[config.mk]
export PLATFORM = sky130hd
export DESIGN_NAME = sh3_queue
export DESIGN_NICKNAME = d
export VERILOG_FILES = /design/src/sh3_pkg.sv /design/src/sh3_queue.sv
export SDC_FILE = /design/constraint.sdc
export NUM_CORES = 1
export LEC_CHECK = 0
export BUFFER_PORTS_ARGS = -buffer_cell sky130_fd_sc_hd__buf_2
export CAP_MARGIN = 10
export CORE_ASPECT_RATIO = 0.7
export CORE_UTILIZATION = 30
export CTS_CLUSTER_SIZE = 28
export DETAILED_ROUTE_END_ITERATION = 10
export GPL_ROUTABILITY_DRIVEN = 0
export PLACE_DENSITY = 0.55
export SLEW_MARGIN = 20
export SYNTH_ARGS = -nofsm -noshare
export SYNTH_HDL_FRONTEND = slang
export SYNTH_SLANG_ARGS = --single-unit
[constraint.sdc]
create_clock -name clk -period 2.3 [get_ports clk]
set_clock_uncertainty 0.1 [all_clocks]
set_input_delay 0 -clock clk [delete_from_list [all_inputs] [get_ports clk]]
set_output_delay 0 -clock clk [all_outputs]
set_load 0.05 [all_outputs]
[src/sh3_pkg.sv]
`timescale 1ns / 1ps
// ----------------------------------------------------------------------------
// sh3_pkg: shared types and constants for the 3x3 sharpen line filter
// item layouts, register indexes, default sizes and the job record that
// travels from the front end to the arithmetic back end
// ----------------------------------------------------------------------------
package sh3_pkg;

    // default storage sizes
    localparam int MAX_LINE_DEF = 8192;
    localparam int MAX_ROWS_DEF = 4096;

    // configuration port
    localparam int CFG_INDEX_W = 2;
    localparam int CFG_DATA_W  = 14;

    localparam logic [CFG_INDEX_W-1:0] REG_ROW_BYTES = 2'd0;
    localparam logic [CFG_INDEX_W-1:0] REG_ROW_COUNT = 2'd1;
    localparam logic [CFG_INDEX_W-1:0] REG_CHANNELS  = 2'd2;

    localparam int ROW_BYTES_W = 14;
    localparam int ROW_COUNT_W = 13;
    localparam int CHANNELS_W  = 3;

    localparam logic [ROW_BYTES_W-1:0] ROW_BYTES_RST = 14'd1920;
    localparam logic [ROW_COUNT_W-1:0] ROW_COUNT_RST = 13'd480;
    localparam logic [CHANNELS_W-1:0]  CHANNELS_RST  = 3'd3;

    // smallest frame side accepted, smaller register values are raised to it
    localparam int MIN_DIM = 3;

    // neighbor offset history: one entry per possible channel count
    localparam int HIST_DEPTH = 7;
    localparam int HIST_IW    = 3;

    // opcodes
    localparam logic OP_IMAGE = 1'b0;
    localparam logic OP_DRAIN = 1'b1;

    // kernel centre weight
    localparam int CENTRE_WEIGHT = 5;

    // front to back queue
    localparam int Q_DEPTH  = 4;
    localparam int QPTR_W   = 2;
    localparam int QLEVEL_W = 3;

    typedef struct packed {
        logic       opcode;
        logic [7:0] sample;
    } pix_t;

    typedef struct packed {
        logic [7:0] value;
        logic       end_of_row;
        logic       end_of_frame;
    } res_t;

    typedef struct packed {
        logic       border;
        logic [7:0] centre;
        logic [7:0] left;
        logic [7:0] right;
        logic [7:0] up;
        logic [7:0] down;
        logic       end_of_row;
        logic       end_of_frame;
    } job_t;

endpackage

[src/sh3_queue.sv]
`timescale 1ns / 1ps
// ----------------------------------------------------------------------------
// sh3_queue: short job queue between front end and back end
// circular buffer with fill level, head shown while not empty
// ----------------------------------------------------------------------------
module sh3_queue (
    input  logic                        clk,
    input  logic                        rst_n,
    input  logic                        push,
    input  sh3_pkg::job_t               push_job,
    input  logic                        pop,
    output logic                        head_valid,
    output sh3_pkg::job_t               head_job,
    output logic [sh3_pkg::QLEVEL_W-1:0] level
);

    sh3_pkg::job_t                    slot_reg [sh3_pkg::Q_DEPTH];
    logic [sh3_pkg::QPTR_W-1:0]       wr_ptr_reg;
    logic [sh3_pkg::QPTR_W-1:0]       rd_ptr_reg;
    logic [sh3_pkg::QLEVEL_W-1:0]     level_reg;
    logic                             do_pop;

    assign head_valid = level_reg != '0;
    assign head_job   = slot_reg[rd_ptr_reg];
    assign level      = level_reg;
    assign do_pop     = pop && head_valid;

    always_ff @(posedge clk or negedge rst_n)
    begin
        if (!rst_n)
        begin
            wr_ptr_reg <= '0;
            rd_ptr_reg <= '0;
            level_reg  <= '0;
        end
        else
        begin
            if (push)
                wr_ptr_reg <= wr_ptr_reg + sh3_pkg::QPTR_W'(1);
            if (do_pop)
                rd_ptr_reg <= rd_ptr_reg + sh3_pkg::QPTR_W'(1);
            if (push && !do_pop)
                level_reg <= level_reg + sh3_pkg::QLEVEL_W'(1);
            else if (do_pop && !push)
                level_reg <= level_reg - sh3_pkg::QLEVEL_W'(1);
        end
    end

    always_ff @(posedge clk)
    begin
        if (push)
            slot_reg[wr_ptr_reg] <= push_job;
    end

endmodule

### Word level (Yosys, flattened, before mapping)

Memory sizes are Yosys's and may differ from the RTL's.
Index checks and enable logic that the tools add are counted.

| word-level totals | value |
|---|---|
| memories | 1 |
| input port bits | 47 |
| logic and storage cells | 19 |
| output and inout port bits | 47 |
| bits in writable memories | 172 |
| bits in registers | 7 |

| operators by class | value |
|---|---|
| add/sub/neg operators | 4 |
| mux-type cells | 4 |
| reduce and logical (&&, ||, !) cells | 7 |

Memories:

| name | depth | width | rd ports | clocked after memory_dff | write ports | RTL line | source |
|---|---|---|---|---|---|---|---|
| slot_reg | 4 | 43 | 1 | 0 | 1 | sh3_queue.sv:17 | `sh3_pkg::job_t slot_reg [sh3_pkg::Q_DEPTH];` |

Operators with widths:

| operator | number |
|---|---|
| two-way mux 3 bit | 2 |
| adder 2 x 1 -> 2 bit (second input constant) | 2 |
| adder 3 x 1 -> 3 bit (second input constant) | 1 |
| logical AND 1 bit | 3 |
| nonzero test 3 bit | 1 |
| subtractor 3 x 1 -> 3 bit (second input constant) | 1 |
| zero test 1 bit | 2 |
| two-way mux 1 bit | 2 |
| nonzero test 2 bit | 1 |

### Longest topological paths before layout

Gate-level depths: netlist (run 1).

| logic depth | value |
|---|---|
| depth in word-level cells | 5 |
| mapped depth | 8 |

### Worst setup path after synthesis (run 1)

Ideal clock, no wire load.

| timing | value |
|---|---|
| path kind | reg-to-reg |
| start point | register level_reg (netlist bit level[0]) |
| end point | register level_reg (netlist bit level[2]) |
| period minus slack after synthesis | 2.644 ns |
| stages on the path, launching flop included | 9 |
| arrival | 2.462 ns |
| buffers on the path | 0 |
| setup slack | -0.344 ns |
| data required time | 2.118 ns |
| path through | dfrtp_1 or3_1 nand2_1 ha_1 inv_1 fa_1 xor2_1 nor2_1 xor2_1 |

| between the ends | value |
|---|---|
| cells in the longest elaborated chain, start to end | 5 |

Ends and longest elaborated chain:

| item | RTL line | source |
|---|---|---|
| start: declaration | sh3_queue.sv:20 | `logic [sh3_pkg::QLEVEL_W-1:0] level_reg;` |
| start signal: assignment | sh3_queue.sv:43 | `level_reg <= level_reg + sh3_pkg::QLEVEL_W'(1);` |
| start signal: assignment | sh3_queue.sv:45 | `level_reg <= level_reg - sh3_pkg::QLEVEL_W'(1);` |
| nonzero test 3 bit (*) | sh3_queue.sv:23 | `assign head_valid = level_reg != '0;` |
| named net head_valid | sh3_queue.sv:12 | `output logic head_valid,` |
| logical AND 1 bit (*) | sh3_queue.sv:26 | `assign do_pop = pop && head_valid;` |
| zero test 1 bit | sh3_queue.sv:42 | `if (push && !do_pop)` |
| logical AND 1 bit | sh3_queue.sv:42 |  |
| two-way mux 3 bit / nonzero test 2 bit (equally long branches) | - |  |

Mark *: on every way through the listed nets, which the timed path passes. The rest lies on a longest branch. The select of a mux whose other input is x is not followed.
A chain may end at the register's enable or synchronous reset.

### Final worst setup path (run 1)

| timing | value |
|---|---|
| start point | register level_reg (netlist bit level[2]) |
| end point | register level_reg (netlist bit level[2]) |

| between the ends | value |
|---|---|
| cells in the longest elaborated chain, start to end | 5 |

Ends and longest elaborated chain:

| item |
|---|
| parallel branches: the longest is 5 deep, another holds subtractor 3 x 1 -> 3 bit |

Parallel ways; which one is timed is not known. The select of a mux whose other input is x is not followed.

==> results of run 1 <==
==> cell usage in the layout (no fill, tap or decap), drive strengths merged <==
cell type / count
o21ai: 1
edfxtp: 172
bufinv: 2
buf: 111
xnor2: 3
dlygate4sd3: 47
clkinvlp: 1
clkinv: 6
xor2: 3
inv: 8
nand3: 1
ha: 5
clkbuf: 18
nand2: 2
mux4: 43
or3: 1
mux2: 1
fa: 1
nor2: 1
and2: 4
dfrtp: 7
==> how the worst max path moves through the flow <==
stage                   from           to  cells after the start
3_5_place_dp        level[2]     level[2]                      8
3_3_place_gp        level[2]     level[2]                      8
4_1_cts        rd_ptr_reg[0]  head_job[6]                      3
6_report            level[2]     level[2]                      8
2_1_floorplan       level[2]     level[2]                      8
5_1_grt             level[2]     level[2]                      8
==> final cells by class <==
cell class	instances	area share [%]
Tap cell	282	4.106
Timing Repair Buffer	158	12.75
Clock buffer	18	4.994
Multi-Input combinational cell	66	14.01
Inverter	3	0.1310
Sequential cell	179	62.25
Clock inverter	14	1.762
==> per-stage QoR <==
step | util [%] | power (mW) | setup slack [ps] | cell area, um2
CTS | 39.48 | 12.30 | 114.3 | 8581
floorplan | - | 8.210 | 2.196 | 6665
detailed placement | 34.51 | 9.280 | 151.9 | 7500
global route | 39.54 | 12.65 | 25.72 | 8593
global placement | 34.51 | 9.211 | 207.6 | 7500
finish | 39.54 | 12.11 | 110.4 | 8593
==> cell families (layout without fill, tap and decap cells) <==
logic type / count (synthesis) / in the layout / share of synthesized area, %
compound gates: 1 / 1 / 0.07514
xor+xnor: 6 / 6 / 0.7899
fa+ha+maj: 6 / 6 / 1.241
buf+inv: 13 / 193 / 1.918
flops: 179 / 179 / 80.26
mux: 44 / 44 / 15.01
simple gates: 9 / 9 / 0.7145
==> power by group through the flow <==
stage / clock (mW) / sequential, mW / combinational, mW
after floorplan: 0 / 4.57 / 3.64
after global placement: 0 / 4.57 / 4.64
after detailed placement: 0 / 4.62 / 4.66
after CTS: 2.94 / 4.50 / 4.86
after global routing: 3.05 / 4.54 / 5.06
final: 2.85 / 4.49 / 4.77
==> worst max-delay path, stage by stage, from the launching register on <==
cell	delay, ps
dfrtp_2	420
or3_4	410
nand2_2	90
ha_2	190
inv_1	70
fa_2	350
xor2_1	170
nor2_1	140
xor2_1	170
==> layer usage <==
metal	wire [um]	global-route usage, %
met5	0	0
met4	165	5.223
met3	823	4.852
met2	6158	19.30
met1	5757	14.73
==> repair_timing <==
action,4_1_cts,5_1_grt
setup endpoints to repair,11,1
buffers inserted,4,1
hold endpoints to repair,184,0
hold buffers,47,0
gates resized for setup,0,2
pin swaps,0,1
cloned,0,0
==> impl_metrics.env, run 1 <==
export IMPL_cp_end_kind="flip-flop"
export IMPL_h_tree_depth=4
export IMPL_fin_cells=720
export IMPL_max_freq_ghz=0.4567
export IMPL_antenna_left=0
export IMPL_synth_area_mm2=0.006654
export IMPL_r2r_slack_ps=110
export IMPL_cts_tree="done"
export IMPL_synth_edf_count=172
export IMPL_syn_avg_cell_area_um2=25.79
export IMPL_drive_gt1_share_pct=44.06
export IMPL_grt_pass1_vias=3437
export IMPL_synthTopCellsByCount="edfxtp_1, mux4_2, dfrtp_1"
export IMPL_synth_top_area_share_pct=77.62
export IMPL_dieArea_mm2=0.02279
export IMPL_power_density_mw_per_mm2=1410
export IMPL_portBuffers=93
export IMPL_ios=94
export IMPL_rows=45
export IMPL_fillers=1967
export IMPL_clkPwrFrac_pct=23.5
export IMPL_vias=3174
export IMPL_hold_class="primary input to flip-flop"
export IMPL_slew_headroom_pct=69.51
export IMPL_rsz0062_at_grt="false"
export IMPL_synth_flop_cell="edfxtp_1"
export IMPL_layout_nets=478
export IMPL_pwr_share_comb_pct=39.4
export IMPL_start_util_pct=30.62
export IMPL_status="completed"
export IMPL_report_final_setup_viol=0
export IMPL_slew_viol_final=0
export IMPL_dr_pass1_iters=4
export IMPL_worstPathRequired_ps=2550
export IMPL_timing_rr_end="level[2]"
export IMPL_yosysTopAreaCell="edfxtp_1"
export IMPL_drcViolationCount=0
export IMPL_cts_num_sinks=179
export IMPL_p_sw_mw=4.690
export IMPL_pwr_share_seq_pct=37.0
export IMPL_hold_violations=0
export IMPL_vdd_drop_max_uv=792.0
export IMPL_reg2reg_depth=8
export IMPL_setup_tns_ps=0
export IMPL_reg2reg_from="level[2]"
export IMPL_antenna_found_initial=0
export IMPL_cts_inserted_buffers=17
export IMPL_die_w_um=180.0
export IMPL_drt_initial_drc_count=155
export IMPL_place_hpwl_um=7394
export IMPL_synthTopCellsByArea="edfxtp_1, mux4_2, dfrtp_1"
export IMPL_grt_usage_pct=12.14
export IMPL_globalRoute_totalOverflow=0
export IMPL_worstMarginPinSlew_ps=457.4
export IMPL_cp_arrival_ps=2440
export IMPL_viasPerCell=4.408
export IMPL_cap_violations=0
export IMPL_timing_hold_ws_ps=218.7
export IMPL_ys_seq_area_share_pct=80.26
export IMPL_largest_reg_flops=172
export IMPL_wl_per_cell_um=17.92
export IMPL_seq_area_mm2=0.005349
export IMPL_worstHoldStart="push_job[34]"
export IMPL_syn_inst=258
export IMPL_period_share_pct=95.20
export IMPL_worstSetupStartpointType="flip-flop"
export IMPL_yosys_warnings=0
export IMPL_clkSlewWorstSetupHoldPaths_ps=70
export IMPL_area_growth_pct=29.15
export IMPL_die_h_um=126.6
export IMPL_core_mm2=0.02173
export IMPL_hold_depth=2
export IMPL_synthMostInstantiatedCell="edfxtp_1"
export IMPL_grt_pass1_wl_um=19810
export IMPL_placedCellCount=636
export IMPL_async_flop_share_pct=3.911
export IMPL_period_minus_slack_ps=2190
export IMPL_p_sw_share_pct=38.72
export IMPL_p_leak_nw=3.004
export IMPL_clockBufferDepth=2
export IMPL_antenna_cells=0
export IMPL_grt_max_degree=44
export IMPL_whs_endpoint="slot_reg[3][34]"
export IMPL_clk_latency_ps=420
export IMPL_synth_distinct_cells=19
export IMPL_p_int_mw=7.423
export IMPL_crit_type="flip-flop to flip-flop"
export IMPL_multiInputGateArea_mm2=0.001204
export IMPL_ys_seq_elements=179
export IMPL_root_buffer="clkbuf_16"
export IMPL_cp_max_fo=3
export IMPL_wl_um=12910
export IMPL_syn_nets=311
Note: power is estimated with default switching activity, not from simulation.
==> run 2: changes to the inputs <==
--- a/config.mk
+++ b/config.mk
@@ -12,7 +12,8 @@
 export CTS_CLUSTER_SIZE = 28
 export DETAILED_ROUTE_END_ITERATION = 10
 export GPL_ROUTABILITY_DRIVEN = 0
-export PLACE_DENSITY = 0.55
+export PLACE_DENSITY = 0.57
+export REMOVE_ABC_BUFFERS = 1
 export SLEW_MARGIN = 20
 export SYNTH_ARGS = -nofsm -noshare
 export SYNTH_HDL_FRONTEND = slang
==> impl_metrics.env, run 2 (same netlist as run 1, synthesis figures left out) <==
export IMPL_hold_violations=0
export IMPL_drcViolationCount=0
export IMPL_pre_cts_ws_ps=72.78
export IMPL_rsz0062_at_grt="false"
export IMPL_vias=3130
export IMPL_antenna_left=0
export IMPL_period_minus_slack_ps=2200
export IMPL_clkSlewWorstSetupHoldPaths_ps=70
export IMPL_report_final_setup_viol=0
export IMPL_root_buffer="clkbuf_16"
export IMPL_area_growth_pct=28.68
export IMPL_ios=94
export IMPL_start_util_pct=30.62
export IMPL_wl_per_cell_um=18.13
export IMPL_die_h_um=126.6
export IMPL_utilization_pct=39.40
export IMPL_status="completed"
export IMPL_drive_gt1_share_pct=41.71
export IMPL_dr_pass1_iters=4
export IMPL_worstMarginPinSlew_ps=407.1
export IMPL_cp_end_kind="flip-flop"
export IMPL_rows=45
export IMPL_final_common_cell="edfxtp_1"
export IMPL_cts_num_sinks=179
export IMPL_grt_max_degree=31
export IMPL_cp_max_fo=3
export IMPL_worstPathRequired_ps=2540
export IMPL_dieArea_mm2=0.02279
export IMPL_clk_latency_ps=420
export IMPL_slew_viol_final=0
export IMPL_core_mm2=0.02173
export IMPL_grt_pass1_wl_um=19640
export IMPL_power_density_mw_per_mm2=1402
export IMPL_viasPerCell=4.372
export IMPL_largest_reg_flops=172
export IMPL_max_freq_ghz=0.4546
export IMPL_die_w_um=180.0
export IMPL_period_share_pct=95.64
export IMPL_grt_pass1_vias=3486
export IMPL_cp_arrival_ps=2440
export IMPL_clockBufferDepth=2
export IMPL_portBuffers=93
export IMPL_cap_violations=0
export IMPL_p_leak_nw=2.980
export IMPL_cts_tree="done"
export IMPL_grt_usage_pct=12.08
export IMPL_globalRoute_totalOverflow=0
export IMPL_worstSetupStartpointType="flip-flop"
export IMPL_antenna_found_initial=0
export IMPL_cts_inserted_buffers=17
export IMPL_slew_headroom_pct=72.86
export IMPL_antenna_cells=0
export IMPL_wl_um=12980
export IMPL_drt_initial_drc_count=122
export IMPL_worst_slack_ps=100.2
export IMPL_hold_class="primary input to flip-flop"
export IMPL_layout_nets=474
export IMPL_mostFrequentLayoutCells="edfxtp_1, buf_2, dlygate4sd3_1"
export IMPL_vdd_drop_max_uv=741.3
export IMPL_fillers=1965
export IMPL_crit_type="flip-flop to flip-flop"
export IMPL_h_tree_depth=4
export IMPL_place_hpwl_um=7826
-- run 2: timing repair --
item | CTS | global route
hold endpoints to repair | 184 | 0
buffers inserted | 0 | 1
hold buffers | 47 | 0
resized for setup | 0 | 1
endpoints found under the setup margin | 0 | 1
-- run 2: final timing paths --
kind | start | endpoint | slack (ps) | cells past startpoint
worst max-delay path | level[0] | level[2] | 100 | 8
worst min-delay path | push_job[28] | slot_reg[0][28] | 230 | 2
worst max register to register | level[0] | level[2] | 100 | 8
worst min register to register | level[2] | level[2] | 410 | 1
max in group asynchronous | rst_n | rd_ptr_reg[0] | 1350 | 3
min in group asynchronous | rst_n | level[0] | 450 | 3
-- run 2: area by class of cell --
| cell class | instances | area (um2) | area share, % |
|---|---|---|---|
| Sequential cell | 179 | 5345 | 62.43 |
| Clock inverter | 14 | 138.9 | 1.622 |
| Inverter | 3 | 11.26 | 0.1315 |
| Timing Repair Buffer | 154 | 1091 | 12.74 |
| Multi-Input combinational cell | 66 | 1194 | 13.94 |
| Clock buffer | 18 | 429.2 | 5.012 |
| Tap cell | 282 | 352.8 | 4.121 |
-- run 2: per-stage QoR --
stage	hold slack, ps	area, um2	std cells	setup TNS, ps	power, mW
2_1_floorplan	-395.6	6538	248	-18060	7.994
3_3_place_gp	-252.7	7513	636	0	9.222
3_5_place_dp	-244.7	7513	636	0	9.311
4_1_cts	195.6	8552	715	0	12.21
5_1_grt	209.7	8562	716	0	12.52
6_report	227.7	8562	716	0	12.00
-- run 2: power by group --
group	internal (mW)	switching, mW
clock	1.59	1.20
combinational	1.50	3.23
sequential	4.28	0.194
-- run 2: worst max-delay path, stage by stage (launching register included) --
cell	delay [ps]
dfrtp_1	390
or3_1	420
nand2_1	130
ha_2	200
inv_1	50
fa_1	370
xor2_1	170
nor2_1	120
xor2_1	170
-- run 2: routing by layer --
metal / vias up / share of wire [%] / global-route usage (%)
li1: 1423 / - / -
met1: 1628 / 44 / 14.11
met2: 69 / 50 / 20.37
met3: 10 / 5.5 / 4.565
met4: 0 / 1.1 / 4.513
met5: - / 0 / 0
