===== src/sh3_pkg.sv =====
`timescale 1ns / 1ps
// ----------------------------------------------------------------------------
// sh3_pkg: shared types and constants for the 3x3 sharpen line filter
// item layouts, register indexes, default sizes and the job record that
// travels from the front end to the arithmetic back end
// ----------------------------------------------------------------------------
package sh3_pkg;

    // default storage sizes
    localparam int MAX_LINE_DEF = 8192;
    localparam int MAX_ROWS_DEF = 4096;

    // configuration port
    localparam int CFG_INDEX_W = 2;
    localparam int CFG_DATA_W  = 14;

    localparam logic [CFG_INDEX_W-1:0] REG_ROW_BYTES = 2'd0;
    localparam logic [CFG_INDEX_W-1:0] REG_ROW_COUNT = 2'd1;
    localparam logic [CFG_INDEX_W-1:0] REG_CHANNELS  = 2'd2;

    localparam int ROW_BYTES_W = 14;
    localparam int ROW_COUNT_W = 13;
    localparam int CHANNELS_W  = 3;

    localparam logic [ROW_BYTES_W-1:0] ROW_BYTES_RST = 14'd1920;
    localparam logic [ROW_COUNT_W-1:0] ROW_COUNT_RST = 13'd480;
    localparam logic [CHANNELS_W-1:0]  CHANNELS_RST  = 3'd3;

    // smallest frame side accepted, smaller register values are raised to it
    localparam int MIN_DIM = 3;

    // neighbor offset history: one entry per possible channel count
    localparam int HIST_DEPTH = 7;
    localparam int HIST_IW    = 3;

    // opcodes
    localparam logic OP_IMAGE = 1'b0;
    localparam logic OP_DRAIN = 1'b1;

    // kernel centre weight
    localparam int CENTRE_WEIGHT = 5;

    // front to back queue
    localparam int Q_DEPTH  = 4;
    localparam int QPTR_W   = 2;
    localparam int QLEVEL_W = 3;

    typedef struct packed {
        logic       opcode;
        logic [7:0] sample;
    } pix_t;

    typedef struct packed {
        logic [7:0] value;
        logic       end_of_row;
        logic       end_of_frame;
    } res_t;

    typedef struct packed {
        logic       border;
        logic [7:0] centre;
        logic [7:0] left;
        logic [7:0] right;
        logic [7:0] up;
        logic [7:0] down;
        logic       end_of_row;
        logic       end_of_frame;
    } job_t;

endpackage


===== src/sh3_back.sv =====
`timescale 1ns / 1ps
// ----------------------------------------------------------------------------
// sh3_back: kernel arithmetic and result register
// 5*centre minus four neighbors, clamped to a byte, zero on borders
// ----------------------------------------------------------------------------
module sh3_back (
    input  logic          clk,
    input  logic          rst_n,
    input  logic          head_valid,
    input  sh3_pkg::job_t head_job,
    output logic          pop,
    output logic          res_valid,
    input  logic          res_stall,
    output sh3_pkg::res_t res
);

    logic [10:0]         weighted;
    logic [9:0]          ring_sum;
    logic signed [11:0]  diff;
    logic [7:0]          clamped;
    logic                res_valid_reg;
    sh3_pkg::res_t       res_reg;

    always_comb
    begin
        weighted = 11'(head_job.centre) * 11'(sh3_pkg::CENTRE_WEIGHT);
        ring_sum = 10'(head_job.left) + 10'(head_job.right)
                 + 10'(head_job.up) + 10'(head_job.down);
        diff     = $signed({1'b0, weighted}) - $signed({2'b00, ring_sum});
        if (head_job.border || diff < 0)
            clamped = 8'd0;
        else if (diff > 12'sd255)
            clamped = 8'hff;
        else
            clamped = diff[7:0];
    end

    assign pop = head_valid && (!res_valid_reg || !res_stall);

    always_ff @(posedge clk or negedge rst_n)
    begin
        if (!rst_n)
            res_valid_reg <= 1'b0;
        else if (pop)
            res_valid_reg <= 1'b1;
        else if (!res_stall)
            res_valid_reg <= 1'b0;
    end

    always_ff @(posedge clk)
    begin
        if (pop)
        begin
            res_reg.value        <= clamped;
            res_reg.end_of_row   <= head_job.end_of_row;
            res_reg.end_of_frame <= head_job.end_of_frame;
        end
    end

    assign res_valid = res_valid_reg;
    assign res       = res_reg;

endmodule


===== config.mk =====
export PLATFORM = sky130hd
export DESIGN_NAME = sh3_back
export DESIGN_NICKNAME = d
export VERILOG_FILES = /design/src/sh3_pkg.sv /design/src/sh3_back.sv
export SDC_FILE = /design/constraint.sdc
export NUM_CORES = 1
export LEC_CHECK = 0
export BUFFER_PORTS_ARGS = -buffer_cell sky130_fd_sc_hd__buf_2
export CAP_MARGIN = 25
export CORE_MARGIN = 3
export CORE_UTILIZATION = 45
export DETAILED_ROUTE_END_ITERATION = 6
export GPL_TIMING_DRIVEN = 0
export PLACE_DENSITY = 0.74
export SLEW_MARGIN = 15
export SYNTH_ARGS = -nofsm -noshare
export SYNTH_HDL_FRONTEND = slang
export SYNTH_SLANG_ARGS = --single-unit

===== constraint.sdc =====
create_clock -name clk -period 1.8 [get_ports clk]
set_clock_uncertainty 0.15 [all_clocks]
set_input_delay 0.09 -clock clk [delete_from_list [all_inputs] [get_ports clk]]
set_output_delay 0.09 -clock clk [all_outputs]
set_load 0.01 [all_outputs]

# Yosys cells after proc, flatten, opt, wreduce, memory -nomap -nowiden
# Cells that the tools add are included.
# totals
reg_bits,11
in_bits,47
out_inout_bits,12
wordCells,20
# classes
addsub,4
mul,1
magnitude_cmp,2
eq_ne,1
n_mux,3
n_reduce_logical,5
# ops
operator,count
> comparator 12 x 9 -> 1 bit (second input constant),1
less-than comparator 12 x 1 -> 1 bit (second input constant),1
subtractor 11 x 10 -> 12 bit,1
multiplier 8 x 3 -> 11 bit (second input constant),1
adder 10 x 8 -> 10 bit,1
adder 9 x 8 -> 10 bit,1
adder 8 x 8 -> 9 bit,1
two-way mux 8 bit,1
zero test 1 bit,2
logical OR 1 bit,2
two-way mux 1 bit,2
!= test 2 bit (second input constant),1
logical AND 1 bit,1

# Depth between registers and ports, before layout
# Gate-level depths: netlist of run 1.
# logic_depth
word_depth,6
depth_mapped,16
mapped_depth_nobuf,16

# Worst setup path after synthesis of run 1
# OpenSTA, ideal clock, no wires.
# synth_timing
path_type,input-to-reg
start,in head_job[3] in the netlist's numbering
end,reg res_reg (netlist bit res[2]) (data pin)
setup_time_ns,0.279
t_arrival_ns,3.741
required_time_ns,1.371
setup_slack_ns,-2.370
path_stages,16
n_path_buf,0
cell_sequence,inv_1 fa_1 inv_1 fa_1 inv_1 ha_1 inv_1 fa_1 inv_1 ha_1 fa_1 a211oi_2 o21ai_2 a221oi_2 mux2i_1 a31oi_1
# synth_via
elab_chain_cells,4
elab_cells_between_ends,6
classes_between,2 x add/sub; 2 x order compare; 1 x mux; 1 x reduce/logical
# synth_lines
element,line,text
from (decl),sh3_back.sv:10,"input sh3_pkg::job_t head_job,"
adder 10 x 8 -> 10 bit (*),sh3_back.sv:28,+ 10'(head_job.up) + 10'(head_job.down);
subtractor 11 x 10 -> 12 bit (*),sh3_back.sv:29,"diff = $signed({1'b0, weighted}) - $signed({2'b00, ring_sum});"
> comparator 12 x 9 -> 1 bit / less-than comparator 12 x 1 -> 1 bit (equally long branches),"sh3_back.sv:32, sh3_back.sv:30",
two-way mux 8 bit / logical OR 1 bit (equally long branches),"sh3_back.sv:32, sh3_back.sv:30",
to (decl),sh3_back.sv:22,sh3_pkg::res_t res_reg;
# Mark *: on every way between the ends. The rest lies on a longest branch, timed or not.
# A chain may end at the register's enable or synchronous reset.

# Final worst setup path of run 1
# layout_timing
start,in head_job[19] in the netlist's numbering
end,reg res_reg (netlist bit res[2]) (data pin)
# layout_via
elab_chain_cells,6
elab_cells_between_ends,8
classes_between,4 x add/sub; 2 x order compare; 1 x mux; 1 x reduce/logical
# layout_lines
element,line,text
adder 8 x 8 -> 9 bit (*),sh3_back.sv:27,ring_sum = 10'(head_job.left) + 10'(head_job.right)
adder 9 x 8 -> 10 bit (*),sh3_back.sv:28,
adder 10 x 8 -> 10 bit (*),sh3_back.sv:28,
subtractor 11 x 10 -> 12 bit (*),sh3_back.sv:29,
> comparator 12 x 9 -> 1 bit / less-than comparator 12 x 1 -> 1 bit (equally long branches),"sh3_back.sv:32, sh3_back.sv:30",
two-way mux 8 bit / logical OR 1 bit (equally long branches),"sh3_back.sv:32, sh3_back.sv:30",
# Marked as above.

==> impl_metrics.yaml, run 1 <==
min_path:
  min_path_type: "in2reg"
  hold_path_depth: 2
global_routing:
  grt_pass1_vias: 1471
  track_usage: 0.138
  grt_max_degree: 12
  antenna_found_initial: 0
  gr-total-overflow: 0
  grt_pass1_wl_mm: 5.82
yosys:
  synth_warnings: 0
  synth_common_cells: "inv_1, fa_1, ha_1, edfxtp_1, a31oi_1"
  yosys-top-cells-area: "fa_1, inv_1, edfxtp_1, ha_1, a31oi_1"
  syn_area_sq_um: 1970
  ys_seq_area_frac: 0.165
  synth_edf_count: 10
  syn_inst: 210
  synth_cell_types: 32
  async_flop_share: 0.0909
  synth_most_common_cell: "inv_1"
  synth.top_cell.area_share: 0.304
  synth.avg_cell_area_sq_um: 9.40
  synth-seq-cells: 11
  syn_nets: 310
  synth_flop_cell: "edfxtp_1"
  synth_area_leader_cell: "fa_1"
drt:
  drc: 0
  viasPerCell: 4.65
  ant_nets: 0
  drt-initial-drc-count: 68
  drt-pass1-iter-count: 4
  num_vias: 1549
  wl_per_cell_microns: 10.9
  wirelength_mm: 3.62
sta:
  slew_violations: 0
  period_share: 2.22
  setup_ws_ns: -2.19
  timing.final.crit_period_ns: 3.99
  clock.fmax_ghz: 0.250
  finalHoldViolCount: 0
  relSlewSlack: 0.604
  whs_ns: 0.153
  setup_viol: 8
  grt_setup_unrepaired: "yes"
  worst_slew_pin_slew_ns: 0.591
clock_network:
  cts_buffers: 3
  cts_sinks: 11
  tritoncts: "yes"
  clock_latency_ns: 0.24
  htreeDepth: 1
  root_buffer: "clkbuf_8"
  clk_pin_slew_worst_paths_ns: 0.05
  clockBufferDepth: 2
layout:
  post-route-cell-area_sq_um: 2690
  largest_reg_flops: 10
  drive_gt1_frac: 0.353
  area_delta_synth_final_pct: 36.5
  num_antenna_cells: 0
  finalNetCount: 384
worst_setup_path:
  crit_type: "in2reg"
  crit_arrival_ns: 3.82
  critPathLaunchType: "primary input"
  required_ns: 1.62
  endpoint_kind: "flop"
  rr_worst_depth: 1
  crit_fanout: 8
power_and_ir_drop:
  power_density_nw_per_um2: 1600
  p_switching_w: 0.00207
  p_sw_frac: 0.481
  clkPwrFrac: 0.057
  leakage_nw: 1.45
  pwr-share-comb: 0.860
  max-vdd-ir-drop_uv: 862
  p_seq_frac: 0.083
  p_int_w: 0.00224
placement:
  dp_hpwl_mm: 3.01
  place_area_sq_um: 2420
  routabilityCongestion: 0.825
  portBuffers: 58
  pre_cts_slack_ns: -2.59
run_status:
  violations: "negative setup slack"
  status: "finished, violations left"
floorplanning:
  die-area_sq_um: 5220
  die_w_microns: 72.2
  num_rows: 23
  coreArea_sq_um: 4120
  start_util: 0.479
  fp.dieH_microns: 72.2
  io_pins: 59
job:
  cap_viol_max_count: 0
-- layout by cell type (no fill, tap or decap), types with 4 or more instances in the layout --
master	instances
a21o_1	4
a31oi_1	7
buf_2	56
buf_4	5
dlygate4sd3_1	6
edfxtp_1	10
fa_1	29
ha_1	15
ha_4	8
inv_1	85
inv_2	6
-- routing by layer --
metal	vias up	GRT usage	routed length (microns)
met5	-	0	0
met4	0	0.0313	28
met3	4	0.00831	168
met2	38	0.264	2010
met1	730	0.167	1420
li1	777	-	-
-- per-stage QoR --
stage | total power (W) | setup TNS (ns) | util | cells
6_report | 0.00431 | -17.48 | 0.654 | 333
5_1_grt | 0.00475 | -18.57 | 0.654 | 333
4_1_cts | 0.00378 | -18.44 | 0.625 | 331
3_5_place_dp | 0.00341 | -20.57 | 0.587 | 318
3_3_place_gp | 0.00336 | -20.21 | 0.587 | 318
2_1_floorplan | 0.00290 | -17.49 | - | 210
-- cells by family after synthesis --
kind of cell             synth area share
adder cells (fa/ha/maj)             0.450
flip-flops                          0.165
XOR/XNOR                           0.0304
AND/OR/NAND/NOR                    0.0292
buffers and inverters               0.175
AO/OA/AOI/OAI                       0.145
multiplexers                      0.00507
-- worst paths after layout --
path	slack, ns	to	from
min	0.15	res[1]	res_stall
max	-2.19	res[2]	head_job[19]
max in group asynchronous	0.83	res_valid	rst_n
min reg2reg	0.61	res[1]	res_valid
max reg2reg	0.38	res[3]	res_valid
min in group asynchronous	0.56	res_valid	rst_n
-- worst max-delay path, stage by stage --
cell and delay, ns:
buf_6 0.07, inv_2 0.03, fa_1 0.52, inv_1 0.05, fa_1 0.49, inv_2 0.04, ha_4 0.25, inv_2 0.03
fa_1 0.50, inv_2 0.05, ha_4 0.16, fa_2 0.37, a211oi_4 0.26, o21ai_4 0.11, a221oi_4 0.33, mux2i_4 0.41
a31oi_1 0.08
-- power groups by stage --
stage	combinational [W]	sequential, W	clock, W
6_report	0.00370	0.000357	0.000247
3_3_place_gp	0.00300	0.000360	0
4_1_cts	0.00317	0.000357	0.000251
3_5_place_dp	0.00305	0.000362	0
2_1_floorplan	0.00252	0.000385	0
5_1_grt	0.00413	0.000361	0.000260
-- area by class of cell --
type	instances	area, sq um
clock buffer	3	41.3
clock inverter	1	5.00
fill	333	1420
inverter	92	353
multi-input combinational	107	1510
sequential	11	325
tap	50	62.6
timing repair buffer	69	400
-- timing repair --
action,4_1_cts,5_1_grt
hold buffers,6,0
hold endpoints to repair,4,0
pin swaps,9,15
buffers inserted,3,2
resized for setup,7,15
setup endpoints to repair,9,8
No activity file was read; power rests on OpenSTA's default activity.
==> run 2: changes to the inputs <==
--- a/config.mk
+++ b/config.mk
@@ -8,10 +8,10 @@
 export BUFFER_PORTS_ARGS = -buffer_cell sky130_fd_sc_hd__buf_2
 export CAP_MARGIN = 25
 export CORE_MARGIN = 3
-export CORE_UTILIZATION = 45
+export CORE_UTILIZATION = 48
 export DETAILED_ROUTE_END_ITERATION = 6
 export GPL_TIMING_DRIVEN = 0
-export PLACE_DENSITY = 0.74
+export PLACE_DENSITY = 0.78
 export SLEW_MARGIN = 15
 export SYNTH_ARGS = -nofsm -noshare
 export SYNTH_HDL_FRONTEND = slang
==> run 2 against run 1 <==
Compared with the run above:
- the run still ends with negative setup slack left
- largest power group unchanged
- cell count decreased by 0.90%
- critical path depth decreased by 1
- largest cell class unchanged
- register-to-register slack improved by 0.02 ns
- via count decreased by 0.84%
==> impl_metrics.yaml, run 2 (synthesis results as in run 1) <==
run_status:
  status: "finished, violations left"
  violations: "negative setup slack"
global_routing:
  grt_max_degree: 12
  track_usage: 0.148
  gr-total-overflow: 0
  grt_pass1_vias: 1559
  antenna_found_initial: 0
  grt_pass1_wl_mm: 6.11
job:
  cap_viol_max_count: 0
min_path:
  min_path_type: "in2async"
power_and_ir_drop:
  p_int_w: 0.00208
  pwr-share-comb: 0.852
  leakage_nw: 1.44
  max-vdd-ir-drop_uv: 813
  p_sw_frac: 0.478
  clkPwrFrac: 0.059
  power_w: 0.00399
  power_density_nw_per_um2: 1520
  p_switching_w: 0.00191
  p_seq_frac: 0.089
clock_network:
  clockBufferDepth: 2
  tritoncts: "yes"
  clock_latency_ns: 0.23
  htreeDepth: 1
  root_buffer: "clkbuf_8"
  clk_pin_slew_worst_paths_ns: 0.05
  cts_buffers: 3
  cts_sinks: 11
layout:
  finish.utilization: 0.693
  finalNetCount: 383
  seqCellArea_sq_um: 325
  mostFrequentLayoutCells: "inv_1, buf_2, fa_1, ha_1, edfxtp_1"
  num-fill-cells: 310
  final_common_cell: "inv_1"
  multiInputGateArea_sq_um: 1460
  post-route-cell-area_sq_um: 2630
  drive_gt1_frac: 0.340
  area_delta_synth_final_pct: 33.4
  num_antenna_cells: 0
  instances_no_fill: 330
  largest_reg_flops: 10
worst_setup_path:
  crit_type: "in2reg"
  r2r_slack_ns: 0.40
  crit_fanout: 8
  endpoint_kind: "flop"
  reg2reg_to: "res[2]"
  crit_arrival_ns: 3.79
  r2r-start: "res_valid"
  rr_worst_depth: 1
  critPathLaunchType: "primary input"
  required_ns: 1.61
drt:
  drc: 0
  wl_per_cell_microns: 10.5
  num_vias: 1536
  drt-initial-drc-count: 30
  viasPerCell: 4.65
  ant_nets: 0
  drt-pass1-iter-count: 4
  wirelength_mm: 3.45
placement:
  place_area_sq_um: 2410
  dp_hpwl_mm: 3.09
  place_inst: 316
  portBuffers: 58
  routabilityCongestion: 0.817
sta:
  period_share: 2.21
  setup_viol: 8
  timing.final.crit_period_ns: 3.98
  finalHoldViolCount: 0
  whs_ns: 0.0164
  relSlewSlack: 0.624
  grt_setup_unrepaired: "yes"
  setup_ws_ns: -2.18
  worst_slew_pin_slew_ns: 0.561
  slew_violations: 0
  clock.fmax_ghz: 0.251
floorplanning:
  num_rows: 22
  start_util: 0.519
  coreArea_sq_um: 3800
  fp.dieH_microns: 70.1
  io_pins: 59
  die_w_microns: 70.1
  die-area_sq_um: 4920
[run 2: cell type report]
class / instances / share of cell area
Multi-Input combinational cell: 107 / 0.553
Timing Repair Buffer: 68 / 0.150
Inverter: 92 / 0.134
Sequential cell: 11 / 0.124
Tap cell: 48 / 0.0228
Clock buffer: 4 / 0.0171
[run 2: power by group through the flow]
stage | sequential, W | clock [W] | combinational (W)
3_5_place_dp | 0.000362 | 0 | 0.00307
2_1_floorplan | 0.000385 | 0 | 0.00252
3_3_place_gp | 0.000360 | 0 | 0.00299
4_1_cts | 0.000357 | 0.000240 | 0.00324
5_1_grt | 0.000360 | 0.000252 | 0.00385
6_report | 0.000356 | 0.000234 | 0.00340
[run 2: stage by stage]
stage / setup WS, ns / setup TNS [ns]
floorplan: -2.19 / -17.49
global placement: -2.55 / -20.31
detailed placement: -2.62 / -20.80
CTS: -2.32 / -18.41
global route: -2.37 / -18.81
finish: -2.18 / -17.34
[run 2: worst max-delay path by stage]
stage                       from  cells after the start  slack (ns)  endpoint
detailed placement   head_job[3]                     17       -2.62    res[5]
floorplan            head_job[3]                     16       -2.19    res[5]
global placement     head_job[3]                     17       -2.55    res[5]
CTS                 head_job[19]                     17       -2.32    res[5]
finish               head_job[9]                     16       -2.18    res[5]
global route         head_job[3]                     17       -2.37    res[5]
[run 2: layer usage]
| layer | track usage | wire length, microns |
|---|---|---|
| met3 | 0.0201 | 182 |
| met2 | 0.275 | 1840 |
| met1 | 0.183 | 1410 |
| met5 | 0 | 0 |
| met4 | 0.0255 | 27 |
[run 2: timing repair]
item / 4_1_cts / 5_1_grt
endpoints found under the hold margin: 4 / 0
setup buffers: 2 / 3
pin swaps: 9 / 14
hold buffers: 5 / 0
resized for setup: 9 / 6
endpoints found under the setup margin: 9 / 8
[run 2: critical path, cell delays in order]
cell and delay (ns):
buf_2 0.07, inv_1 0.04, fa_1 0.53, inv_1 0.05, fa_1 0.53, inv_1 0.05, fa_1 0.52, inv_1 0.05
fa_1 0.49, inv_2 0.05, ha_4 0.17, a21o_1 0.17, a21o_1 0.20, a221oi_4 0.30, mux2i_4 0.39, a31oi_1 0.08
==> run 3: changes to the inputs <==
--- a/config.mk
+++ b/config.mk
@@ -12,6 +12,7 @@
 export DETAILED_ROUTE_END_ITERATION = 6
 export GPL_TIMING_DRIVEN = 0
 export PLACE_DENSITY = 0.78
+export RECOVER_POWER = 100
 export SLEW_MARGIN = 15
 export SYNTH_ARGS = -nofsm -noshare
 export SYNTH_HDL_FRONTEND = slang
==> run 3 against run 2 <==
Compared with the run above:
- the flow still finishes with violations (negative setup slack)
- sequential power barely moved
- clock power hardly changed
- worst hold slack barely moved
- register-to-register slack barely moved
- critical path depth unchanged
- setup slack about the same
- die area unchanged
- via count unchanged
- highest routed layer unchanged
==> impl_metrics.yaml, run 3 (synthesis results as in run 1) <==
run_status:
  status: "finished, violations left"
  violations: "negative setup slack"
layout:
  final_common_cell: "inv_1"
  area_delta_synth_final_pct: 32.7
  drive_gt1_frac: 0.298
  mostFrequentLayoutCells: "inv_1, buf_2, fa_1, ha_1, clkbuf_1"
  finalNetCount: 383
  num_antenna_cells: 0
  largest_reg_flops: 10
min_path:
  min_path_type: "in2async"
worst_setup_path:
  crit_type: "in2reg"
  path_cells: "buf_2 -> inv_1 -> fa_1 -> inv_1 -> fa_1 -> inv_1 -> fa_1 -> inv_1 -> fa_1 -> inv_2 -> ha_4 -> a21o_1 -> a21o_1 -> a221oi_4 -> mux2i_4 -> a31oi_1"
  cpMaxStageDelayCell: "fa_1"
  rr_worst_depth: 1
  worstSetupStartpoint: "head_job[9]"
  endpoint_kind: "flop"
  crit_cells: 16
  reg2reg_to: "res[2]"
  crit_arrival_ns: 3.79
  worst-path-buf-inv: 6
  crit_fanout: 8
  max_stage_delay_ns: 0.53
  critPathLaunchType: "primary input"
  cp_top_family: "adder cells"
  r2r-start: "res_valid"
  r2r_slack_ns: 0.40
  required_ns: 1.61
clock_network:
  root_buffer: "clkbuf_8"
  tritoncts: "yes"
  clk_pin_slew_worst_paths_ns: 0.05
  cts_buffers: 3
  cts_sinks: 11
  htreeDepth: 1
  clockBufferDepth: 2
  clock_latency_ns: 0.23
placement:
  routabilityCongestion: 0.817
  portBuffers: 58
  dp_hpwl_mm: 3.09
floorplanning:
  fp.dieH_microns: 70.1
  io_pins: 59
  coreArea_sq_um: 3800
  die_w_microns: 70.1
  start_util: 0.519
  die-area_sq_um: 4920
  num_rows: 22
job:
  cap_viol_max_count: 0
global_routing:
  antenna_found_initial: 0
  grt_pass1_vias: 1559
  grt_pass1_wl_mm: 6.11
  grt_max_degree: 12
  gr-total-overflow: 0
  track_usage: 0.148
sta:
  tns_ns: -17.34
  setup_ws_ns: -2.18
  clock.fmax_ghz: 0.251
  whs_ns: 0.0164
  grt_setup_unrepaired: "yes"
  finalHoldViolCount: 0
  period_share: 2.21
  worst_slew_pin_slew_ns: 0.560
  setup_viol: 8
  slew_violations: 0
  relSlewSlack: 0.624
  timing.final.crit_period_ns: 3.98
drt:
  viasPerCell: 4.65
  num_vias: 1536
  wirelength_mm: 3.47
  wl_per_cell_microns: 10.5
  ant_nets: 0
  drt-pass1-iter-count: 4
  drc: 0
  drt-initial-drc-count: 20
power_and_ir_drop:
  p_int_w: 0.00207
  leakage_nw: 1.40
  p_sw_frac: 0.480
  power_w: 0.00398
  max-vdd-ir-drop_uv: 813
  p_seq_frac: 0.090
  power_density_nw_per_um2: 1520
  pwr-share-comb: 0.851
  clkPwrFrac: 0.059
  p_switching_w: 0.00191
## run 3: changes by cell type in the layout (fill, tap and decap cells not counted), sizes merged
| cell | previous run | this run |
|---|---|---|
| buf | 63 | 51 |
| clkbuf | 4 | 16 |
## run 3: cell type report
type,count,area [sq um]
clock buffers,4,45.0
fillers,316,1180
inverters,92,353
multi-input cells,107,1460
flip-flops and latches,11,325
well taps,48,60.1
repair buffers,68,379
## run 3: timing repair
| item | in CTS | in global routing |
|---|---|---|
| hold endpoints to repair | 4 | 0 |
| gates resized for setup | 9 | 6 |
| setup endpoints to repair | 9 | 8 |
| cloned | 0 | 0 |
| pin swaps | 9 | 14 |
| setup buffers | 2 | 3 |
| hold buffers | 5 | 0 |
## run 3: metal layers
metal,up-vias,global-route usage,routed length [microns]
met5,-,0,0
met4,0,0.0255,27
met3,3,0.0201,176
met2,43,0.275,1840
met1,713,0.183,1430
li1,777,-,-
## run 3: worst max path at each step
stage	to	slack, ns
after floorplan	res[5]	-2.19
after global placement	res[5]	-2.55
after detailed placement	res[5]	-2.62
after CTS	res[5]	-2.32
after global routing	res[5]	-2.37
final	res[5]	-2.18
## run 3: stage by stage
stage | setup slack, ns | util | instances | instance area [sq um]
3_5_place_dp | -2.62 | 0.636 | 316 | 2410
3_3_place_gp | -2.55 | 0.636 | 316 | 2410
2_1_floorplan | -2.19 | - | 210 | 2060
4_1_cts | -2.32 | 0.676 | 327 | 2570
5_1_grt | -2.37 | 0.689 | 330 | 2620
6_report | -2.18 | 0.689 | 330 | 2620
## run 3: power groups by stage
| stage | registers (W) | clock network (W) | logic (W) |
|---|---|---|---|
| after floorplan | 0.000385 | 0 | 0.00252 |
| after global placement | 0.000360 | 0 | 0.00299 |
| after detailed placement | 0.000362 | 0 | 0.00307 |
| after CTS | 0.000357 | 0.000240 | 0.00324 |
| after global routing | 0.000362 | 0.000252 | 0.00384 |
| final | 0.000358 | 0.000234 | 0.00339 |
